## src/hdl/pdpc_pkg.sv

```systemverilog
`default_nettype none

package pdpc_pkg;

  localparam int unsigned QUOT_BITS       = 24;
  localparam int unsigned STEP_BITS       = 5;
  localparam int unsigned TPS_BITS        = 24;
  localparam int unsigned PERIOD_OUT_BITS = 17;
  localparam int unsigned DUTY_BITS       = 17;
  localparam int unsigned FREQ_BITS       = 24;

  localparam logic [STEP_BITS-1:0] DUTY_STEPS = STEP_BITS'(17);
  localparam logic [STEP_BITS-1:0] FREQ_STEPS = STEP_BITS'(24);

  localparam logic CFG_TICKS    = 1'b0;
  localparam logic CFG_LOW_FRAC = 1'b1;

  localparam logic [TPS_BITS-1:0] TPS_RESET      = TPS_BITS'(250000);
  localparam logic                LOW_FRAC_RESET = 1'b1;

  typedef struct packed {
    logic                 start;
    logic [STEP_BITS-1:0] steps;
  } div_req_t;

  typedef enum logic [2:0] {
    PH_RISE  = 3'b001,
    PH_FALL  = 3'b010,
    PH_CLOSE = 3'b100
  } phase_e;

  typedef enum logic [2:0] {
    ST_IDLE = 3'b001,
    ST_DIV  = 3'b010,
    ST_DONE = 3'b100
  } ctrl_e;

endpackage

`default_nettype wire

```

## src/hdl/pdpc_serial_div.sv

```systemverilog
`default_nettype none

module pdpc_serial_div #(
  parameter int unsigned PW = 17
) (
  input  wire logic                                 clk_i,
  input  wire logic                                 rst_ni,
  input  wire pdpc_pkg::div_req_t                   req_i,
  input  wire logic [PW-1:0]                        divisor_i,
  input  wire logic [PW-1:0]                        rem_init_i,
  input  wire logic [pdpc_pkg::QUOT_BITS-1:0]       bits_i,
  output logic                                      busy_o,
  output logic      [pdpc_pkg::QUOT_BITS-1:0]       quot_o
);

  logic [pdpc_pkg::STEP_BITS-1:0] cnt_q, cnt_d;
  logic [PW-1:0]                  rem_q, rem_d;
  logic [PW-1:0]                  div_q, div_d;
  logic [pdpc_pkg::QUOT_BITS-1:0] bits_q, bits_d;
  logic [pdpc_pkg::QUOT_BITS-1:0] quot_q, quot_d;
  logic [PW:0]                    shifted;
  logic [PW:0]                    diff;

  assign shifted = {rem_q, bits_q[pdpc_pkg::QUOT_BITS-1]};
  assign diff    = shifted - {1'b0, div_q};

  always_comb begin
    cnt_d  = cnt_q;
    rem_d  = rem_q;
    div_d  = div_q;
    bits_d = bits_q;
    quot_d = quot_q;
    if (req_i.start) begin
      cnt_d  = req_i.steps;
      rem_d  = rem_init_i;
      div_d  = divisor_i;
      bits_d = bits_i;
      quot_d = '0;
    end else if (cnt_q != '0) begin
      cnt_d  = cnt_q - 1'b1;
      bits_d = {bits_q[pdpc_pkg::QUOT_BITS-2:0], 1'b0};
      if (!diff[PW]) begin
        rem_d  = diff[PW-1:0];
        quot_d = {quot_q[pdpc_pkg::QUOT_BITS-2:0], 1'b1};
      end else begin
        rem_d  = shifted[PW-1:0];
        quot_d = {quot_q[pdpc_pkg::QUOT_BITS-2:0], 1'b0};
      end
    end
  end

  always_ff @(posedge clk_i or negedge rst_ni) begin
    if (!rst_ni) begin
      cnt_q <= '0;
    end else begin
      cnt_q <= cnt_d;
    end
  end

  always_ff @(posedge clk_i) begin
    rem_q  <= rem_d;
    div_q  <= div_d;
    bits_q <= bits_d;
    quot_q <= quot_d;
  end

  assign busy_o = (cnt_q != '0);
  assign quot_o = quot_q;

endmodule

`default_nettype wire

```

## src/hdl/pwm_duty_period_capture.sv

```systemverilog
// PWM duty and period capture.
// Input channel (in_valid_i/in_ready_o) carries one capture stamp per edge
// request: rising, falling, closing rising. Output channel
// (out_valid_o/out_ready_i) returns one result per request with the edge to
// capture next and, on the closing edge, period, duty fraction (Q16, low or
// high time as configured) and frequency in hertz.
// Opening and falling edges: result registered on acceptance.
// Closing edge with nonzero period: two bit-serial restoring dividers run in
// parallel (17 steps for duty, 24 for frequency); the result is registered
// once the 24-step frequency divider is done and the output register is free.
// Zero period: no division is run, and the result is not valid.
// Throughput: one request per cycle on opening and falling edges if the
// receiver keeps up; a closing edge holds off requests until it is answered.
// A result waits in the output register while the receiver stalls; a new
// request is taken only when that register is free or being emptied, and not
// while the dividers run.
// Reset: phase returns to awaiting a rising edge, ticks_per_second to 250000,
// report_low_fraction to 1, no result pending.
// Configuration: cfg_we_i, cfg_index_i, cfg_data_i, written while idle.

`default_nettype none

module pwm_duty_period_capture #(
  parameter int unsigned STAMP_BITS = 16
) (
  input  wire logic                                   clk_i,
  input  wire logic                                   rst_ni,
  input  wire logic                                   in_valid_i,
  output logic                                        in_ready_o,
  input  wire logic [STAMP_BITS-1:0]                  capture_stamp_i,
  output logic                                        out_valid_o,
  input  wire logic                                   out_ready_i,
  output logic                                        next_edge_rising_o,
  output logic                                        measurement_valid_o,
  output logic      [pdpc_pkg::PERIOD_OUT_BITS-1:0]   period_ticks_o,
  output logic      [pdpc_pkg::DUTY_BITS-1:0]         duty_fraction_o,
  output logic      [pdpc_pkg::FREQ_BITS-1:0]         frequency_hz_o,
  input  wire logic                                   cfg_we_i,
  input  wire logic                                   cfg_index_i,
  input  wire logic [pdpc_pkg::TPS_BITS-1:0]          cfg_data_i
);

  localparam int unsigned PW = STAMP_BITS + 1;

  pdpc_pkg::ctrl_e  st_q, st_d;
  pdpc_pkg::phase_e phase_q, phase_d;

  logic [pdpc_pkg::TPS_BITS-1:0] tps_q, tps_d;
  logic                          low_frac_q, low_frac_d;

  logic [STAMP_BITS-1:0] start_q, start_d;
  logic [STAMP_BITS-1:0] end_q, end_d;
  logic [PW-1:0]         period_q, period_d;
  logic                  meas_q, meas_d;

  logic                                 out_valid_q, out_valid_d;
  logic                                 out_next_q, out_next_d;
  logic                                 out_meas_q, out_meas_d;
  logic [pdpc_pkg::PERIOD_OUT_BITS-1:0] out_period_q, out_period_d;
  logic [pdpc_pkg::DUTY_BITS-1:0]       out_duty_q, out_duty_d;
  logic [pdpc_pkg::FREQ_BITS-1:0]       out_freq_q, out_freq_d;

  logic [STAMP_BITS-1:0] high_w, low_w, sel_w;
  logic [PW-1:0]         period_w;
  logic [PW+pdpc_pkg::PERIOD_OUT_BITS-1:0] period_ext;
  logic                  in_acc, out_free;

  pdpc_pkg::div_req_t              duty_req, freq_req;
  logic                            duty_busy, freq_busy;
  logic [pdpc_pkg::QUOT_BITS-1:0]  duty_quot, freq_quot;

  assign high_w     = end_q - start_q;
  assign low_w      = capture_stamp_i - end_q;
  assign period_w   = {1'b0, high_w} + {1'b0, low_w};
  assign sel_w      = low_frac_q ? low_w : high_w;
  assign period_ext = {{pdpc_pkg::PERIOD_OUT_BITS{1'b0}}, period_q};

  assign out_free   = !out_valid_q || out_ready_i;
  assign in_ready_o = (st_q == pdpc_pkg::ST_IDLE) && out_free;
  assign in_acc     = in_valid_i && in_ready_o;

  pdpc_serial_div #(.PW(PW)) u_duty_div (
    .clk_i      (clk_i),
    .rst_ni     (rst_ni),
    .req_i      (duty_req),
    .divisor_i  (period_w),
    .rem_init_i ({2'b00, sel_w[STAMP_BITS-1:1]}),
    .bits_i     ({sel_w[0], {(pdpc_pkg::QUOT_BITS-1){1'b0}}}),
    .busy_o     (duty_busy),
    .quot_o     (duty_quot)
  );

  pdpc_serial_div #(.PW(PW)) u_freq_div (
    .clk_i      (clk_i),
    .rst_ni     (rst_ni),
    .req_i      (freq_req),
    .divisor_i  (period_w),
    .rem_init_i ('0),
    .bits_i     (tps_q),
    .busy_o     (freq_busy),
    .quot_o     (freq_quot)
  );

  always_comb begin
    tps_d      = tps_q;
    low_frac_d = low_frac_q;
    if (cfg_we_i) begin
      unique case (cfg_index_i)
        pdpc_pkg::CFG_TICKS:    tps_d      = cfg_data_i;
        pdpc_pkg::CFG_LOW_FRAC: low_frac_d = cfg_data_i[0];
        default: ;
      endcase
    end
  end

  always_comb begin
    st_d         = st_q;
    phase_d      = phase_q;
    start_d      = start_q;
    end_d        = end_q;
    period_d     = period_q;
    meas_d       = meas_q;
    out_valid_d  = out_valid_q && !out_ready_i;
    out_next_d   = out_next_q;
    out_meas_d   = out_meas_q;
    out_period_d = out_period_q;
    out_duty_d   = out_duty_q;
    out_freq_d   = out_freq_q;
    duty_req     = '{start: 1'b0, steps: pdpc_pkg::DUTY_STEPS};
    freq_req     = '{start: 1'b0, steps: pdpc_pkg::FREQ_STEPS};
    unique case (st_q)
      pdpc_pkg::ST_IDLE: begin
        if (in_acc) begin
          unique case (phase_q)
            pdpc_pkg::PH_FALL: begin
              end_d        = capture_stamp_i;
              phase_d      = pdpc_pkg::PH_CLOSE;
              out_valid_d  = 1'b1;
              out_next_d   = 1'b1;
              out_meas_d   = 1'b0;
              out_period_d = '0;
              out_duty_d   = '0;
              out_freq_d   = '0;
            end
            pdpc_pkg::PH_CLOSE: begin
              phase_d  = pdpc_pkg::PH_RISE;
              period_d = period_w;
              meas_d   = (period_w != '0);
              if (period_w != '0) begin
                duty_req.start = 1'b1;
                freq_req.start = 1'b1;
                st_d           = pdpc_pkg::ST_DIV;
              end else begin
                st_d = pdpc_pkg::ST_DONE;
              end
            end
            default: begin
              start_d      = capture_stamp_i;
              phase_d      = pdpc_pkg::PH_FALL;
              out_valid_d  = 1'b1;
              out_next_d   = 1'b0;
              out_meas_d   = 1'b0;
              out_period_d = '0;
              out_duty_d   = '0;
              out_freq_d   = '0;
            end
          endcase
        end
      end
      pdpc_pkg::ST_DIV: begin
        if (!duty_busy && !freq_busy) begin
          st_d = pdpc_pkg::ST_DONE;
        end
      end
      pdpc_pkg::ST_DONE: begin
        if (out_free) begin
          out_valid_d  = 1'b1;
          out_next_d   = 1'b1;
          out_meas_d   = meas_q;
          out_period_d = meas_q ? period_ext[pdpc_pkg::PERIOD_OUT_BITS-1:0] : '0;
          out_duty_d   = meas_q ? duty_quot[pdpc_pkg::DUTY_BITS-1:0] : '0;
          out_freq_d   = meas_q ? freq_quot[pdpc_pkg::FREQ_BITS-1:0] : '0;
          st_d         = pdpc_pkg::ST_IDLE;
        end
      end
      default: st_d = pdpc_pkg::ST_IDLE;
    endcase
  end

  always_ff @(posedge clk_i or negedge rst_ni) begin
    if (!rst_ni) begin
      st_q        <= pdpc_pkg::ST_IDLE;
      phase_q     <= pdpc_pkg::PH_RISE;
      tps_q       <= pdpc_pkg::TPS_RESET;
      low_frac_q  <= pdpc_pkg::LOW_FRAC_RESET;
      out_valid_q <= 1'b0;
    end else begin
      st_q        <= st_d;
      phase_q     <= phase_d;
      tps_q       <= tps_d;
      low_frac_q  <= low_frac_d;
      out_valid_q <= out_valid_d;
    end
  end

  always_ff @(posedge clk_i) begin
    start_q      <= start_d;
    end_q        <= end_d;
    period_q     <= period_d;
    meas_q       <= meas_d;
    out_next_q   <= out_next_d;
    out_meas_q   <= out_meas_d;
    out_period_q <= out_period_d;
    out_duty_q   <= out_duty_d;
    out_freq_q   <= out_freq_d;
  end

  assign out_valid_o         = out_valid_q;
  assign next_edge_rising_o  = out_next_q;
  assign measurement_valid_o = out_meas_q;
  assign period_ticks_o      = out_period_q;
  assign duty_fraction_o     = out_duty_q;
  assign frequency_hz_o      = out_freq_q;

  a_div_only_in_div: assert property (@(posedge clk_i) disable iff (!rst_ni)
    (duty_busy || freq_busy) |-> (st_q == pdpc_pkg::ST_DIV))
    else $error("divider busy outside divide state");

  a_phase_after_close: assert property (@(posedge clk_i) disable iff (!rst_ni)
    (st_q != pdpc_pkg::ST_IDLE) |-> (phase_q == pdpc_pkg::PH_RISE))
    else $error("phase not rearmed after closing edge");

  a_open_not_valid: assert property (@(posedge clk_i) disable iff (!rst_ni)
    (out_valid_o && !next_edge_rising_o) |-> !measurement_valid_o)
    else $error("measurement reported on opening edge");

  a_accept_when_free: assert property (@(posedge clk_i) disable iff (!rst_ni)
    (in_valid_i && in_ready_o) |=> out_valid_o || (st_q != pdpc_pkg::ST_IDLE))
    else $error("accepted request left no result or work pending");

endmodule

`default_nettype wire
```

## config.mk

```make
export PLATFORM = sky130hd
export DESIGN_NAME = pwm_duty_period_capture
export DESIGN_NICKNAME = d
export VERILOG_FILES = /design/src/hdl/pdpc_pkg.sv /design/src/hdl/pdpc_serial_div.sv /design/src/hdl/pwm_duty_period_capture.sv
export SDC_FILE = /design/constraint.sdc
export NUM_CORES = 1
export LEC_CHECK = 0
export BUFFER_PORTS_ARGS = -buffer_cell sky130_fd_sc_hd__buf_4
export CAP_MARGIN = 10
export CORE_UTILIZATION = 44
export DETAILED_ROUTE_END_ITERATION = 10
export GPL_TIMING_DRIVEN = 0
export PLACE_DENSITY_LB_ADDON = 0.15
export REMOVE_ABC_BUFFERS = 1
export SLEW_MARGIN = 20
export SYNTH_ARGS = -nofsm -noshare
export SYNTH_HDL_FRONTEND = slang
export SYNTH_SLANG_ARGS = --single-unit
```

## constraint.sdc

```tcl
create_clock -name clk_i -period 8.6 [get_ports clk_i]
set_clock_uncertainty 0.2 [all_clocks]
set_input_delay 0.86 -clock clk_i [delete_from_list [all_inputs] [get_ports clk_i]]
set_output_delay 0.86 -clock clk_i [all_outputs]
set_load 0.1 [all_outputs]
```

==> summary.txt <==
Fin. max-slew vios -> 0
First-pass GRT wire length -> 46300 um
Worst-Margin Slew -> 1.01 ns
Grt ovf -> 0
Commonest non-fill, non-tap cell in the layout -> edfxtp_1
Type of origin of the critical path -> input pin
PwrDens -> 425 nW/um^2
Total setup buffers inserted after CTS -> 0
Post-synthesis compound-gate area fraction -> 0.123
Post-CTS Resized -> 0
Max Freq -> 150 MHz
Crit path max fanout -> 42
Via Count -> 9528
Root buffer cell -> clkbuf_16
Final ANT Viol Nets -> 0
Setup ws final -> 1.92 ns
# DRC -> 0
Die Ht -> 183 um
Leakage -> 7.20 nW
Overall routing resource usage -> 0.168
CTS tree -> done
Number of synthesis warnings -> 0
H-Tree Depth -> 1
Mux cell area share after synthesis -> 0.0823
Core area -> 32500 um^2
Vias in the first global route -> 9440
Post-synth EDFFs -> 167
Num rows -> 66
CP arrival -> 6.65 ns
Initial antenna violation count -> 0
Largest family of logic cells by synthesized area -> simple AND/OR/NAND/NOR gates
Gate Count Post-Synth -> 1293
CTS clk-pin slew, worst paths -> 0.05 ns
Top FF cell, synth -> edfxtp_1
Xor-xnor portion of the synthesized cell area -> 0.0458
Adder-cell share of the synthesized area -> 0.0786
Number of CTS-inserted buffers -> 30
DR iter-0 viols -> 409
WP data required -> 8.56 ns
Post-synth ARST share -> 0.156
Final worst path period share -> 0.777
Mapped cell area -> 14500 um^2
Seq cells post-synth -> 269
Final Cell Area -> 16900 um^2
Via/cell ratio -> 5.09
Placement Cell Area -> 15900 um^2
Ports -> 108
Clk buf depth -> 3
Final setup violation count -> 0
GP Congestion -> 0.766
FF-to-FF setup slack -> 1.98 ns
Endpoints failing hold -> 0
Post-CTS Hold Fix Bufs -> 0
Wirelength per Cell -> 14.7 um
Final net count -> 1538
Pre-CTS setup slack -> 1.35 ns
CTS sink count -> 269
Hold/Removal Path Class -> input pin to asynchronous set/reset pin
Seq/Total Area, Yosys -> 0.504
Hold WS -> 0.106 ns
VDD IR max -> 0.184 mV
Die area -> 33600 um^2
Initial Util -> 0.445
Hpwl dp -> 20000 um
Largest net degree at the start of global routing -> 53
Mean post-synth cell area -> 11.2 um^2
First-pass iteration count of the detailed router -> 4
Share of cells above drive strength 1 -> 0.204
Worst skew pair latency -> 0.55 ns
Setup TNS -> 0 ns
Dpl cells -> 1815
Routed WL -> 27600 um
RSZ-0062 raised after global routing -> no
WS Path Type -> input pin to register
Diode count -> 0
Fin crit period -> 6.68 ns
P&R area growth vs syn -> 16.8%
Crit. End Element -> register
Die W -> 183 um
Run status -> finished, final reports clean
Fill count -> 2945
Buffers on Ports -> 107
Max cap viols -> 0
Most frequent cells in the layout -> 167 x edfxtp_1, 116 x nand2_1, 115 x buf_4
Post-synth cell types -> 80
Max-slew headroom -> 0.326
Non-filler cells, final -> 1871
Post-Synth Simple-Gate Area -> 0.123
report_power, final:
part	switching [mW]	internal, mW	total [mW]	leakage (nW)
sequential	0.218	1.99	2.21	2.63
clock	0.505	0.767	1.27	0.477
combinational	2.14	1.54	3.69	4.10
total	2.87	4.30	7.17	7.20
flip-flops by register name, summed over array words and instances (netlist names):
register and flops:
phase_q 3, u_duty_div.quot_o 17, st_q 3, u_freq_div.bits_q 24
frequency_hz_o 24, u_duty_div.cnt_q 5, period_q 17, u_freq_div.rem_q 17
end_q 16, low_frac_q 1, u_duty_div.rem_q 17, period_ticks_o 17
u_duty_div.div_q 17, meas_q 1, out_valid_o 1, u_freq_div.cnt_q 5
measurement_valid_o 1, next_edge_rising_o 1, u_freq_div.quot_o 24, tps_q 24
duty_fraction_o 17, u_duty_div.bits_q 1, start_q 16
worst paths after layout:
check / cells after the start / from / to
worst min register to register: 2 / u_duty_div.quot_o[16]$_SDFFE_PP0P_ / u_duty_div.quot_o[16]$_SDFFE_PP0P_
worst min-delay path: 1 / rst_ni / tps_q[10]$_DFFE_PN0P_
worst max-delay path: 20 / capture_stamp_i[0] / u_freq_div.bits_q[5]$_DFFE_PP_
max in group asynchronous: 1 / rst_ni / tps_q[2]$_DFFE_PN0P_
min in group clk_i: 2 / u_duty_div.quot_o[16]$_SDFFE_PP0P_ / u_duty_div.quot_o[16]$_SDFFE_PP0P_
worst max register to register: 19 / end_q[0]$_DFFE_PP_ / u_freq_div.bits_q[5]$_DFFE_PP_
metal layers:
layer / vias up / routed length [um] / GRT usage
li1: 4868 / - / -
met1: 4493 / 13100 / 0.226
met2: 127 / 13100 / 0.289
met3: 40 / 815 / 0.0220
met4: 0 / 536 / 0.0380
met5: - / 0 / 0
stage by stage:
step                power (mW)  utilization
floorplan                 5.12            -
global placement          5.81        0.479
detailed placement        5.94        0.490
CTS                       7.25        0.520
global route              7.72        0.520
finish                    7.17        0.520
synth_stat cells, types with 7 or more instances:
| library cell | instances | share of area |
|---|---|---|
| ha_1 | 82 | 0.071 |
| buf_6 | 7 | 0.0055 |
| nor2b_1 | 15 | 0.0065 |
| mux2_4 | 23 | 0.024 |
| dfxtp_1 | 60 | 0.083 |
| nand2_1 | 116 | 0.030 |
| and3_1 | 66 | 0.029 |
| a211oi_2 | 19 | 0.016 |
| nand3_1 | 10 | 0.0035 |
| a21o_1 | 21 | 0.011 |
| o21ai_0 | 31 | 0.011 |
| nand2b_1 | 14 | 0.0061 |
| mux2i_1 | 54 | 0.037 |
| o21a_1 | 12 | 0.0062 |
| nor2_1 | 78 | 0.020 |
| edfxtp_1 | 167 | 0.35 |
| a21boi_0 | 7 | 0.0036 |
| mux2_2 | 27 | 0.021 |
| a21oi_1 | 85 | 0.029 |
| xor2_1 | 12 | 0.0073 |
| o211ai_1 | 12 | 0.0062 |
| or3_1 | 12 | 0.0052 |
| inv_1 | 94 | 0.024 |
| xnor2_1 | 58 | 0.035 |
| a211oi_1 | 13 | 0.0068 |
| clkbuf_1 | 38 | 0.0099 |
| dfstp_2 | 10 | 0.018 |
| nor3_1 | 12 | 0.0042 |
| dfrtp_1 | 32 | 0.055 |
cells by family (layout without fill, tap and decap cells):
| group | count (synthesis) | count (layout) |
|---|---|---|
| mux | 104 | 104 |
| compound gates | 253 | 253 |
| fa+ha+maj | 88 | 88 |
| xor+xnor | 73 | 73 |
| flops | 269 | 269 |
| simple gates | 358 | 358 |
| buf+inv | 148 | 284 |
worst max-delay path, cell delays in order:
cell,delay (ns)
buf_4,0.12
inv_1,0.05
ha_1,0.15
inv_1,0.06
fa_1,0.41
a21o_1,0.21
a21oi_1,0.19
xnor2_1,0.19
ha_1,0.33
o21a_1,0.24
a211oi_1,0.31
o21ai_0,0.15
maj3_1,0.41
xnor2_1,0.21
or4_1,0.57
or4_1,0.41
or4b_4,0.56
and2_4,0.35
buf_16,0.28
nand2b_2,0.52
layout make-up:
type                            instances  area (um^2)  area share
Sequential cell                       269         7280       0.431
Clock inverter                         12          139     0.00823
Inverter                               94          353      0.0209
Multi-Input combinational cell        876         6590       0.390
Clock buffer                           44          845      0.0500
Timing Repair Buffer                  134         1120      0.0662
Tap cell                              442          553      0.0328
No activity file was read; power rests on OpenSTA's default activity.
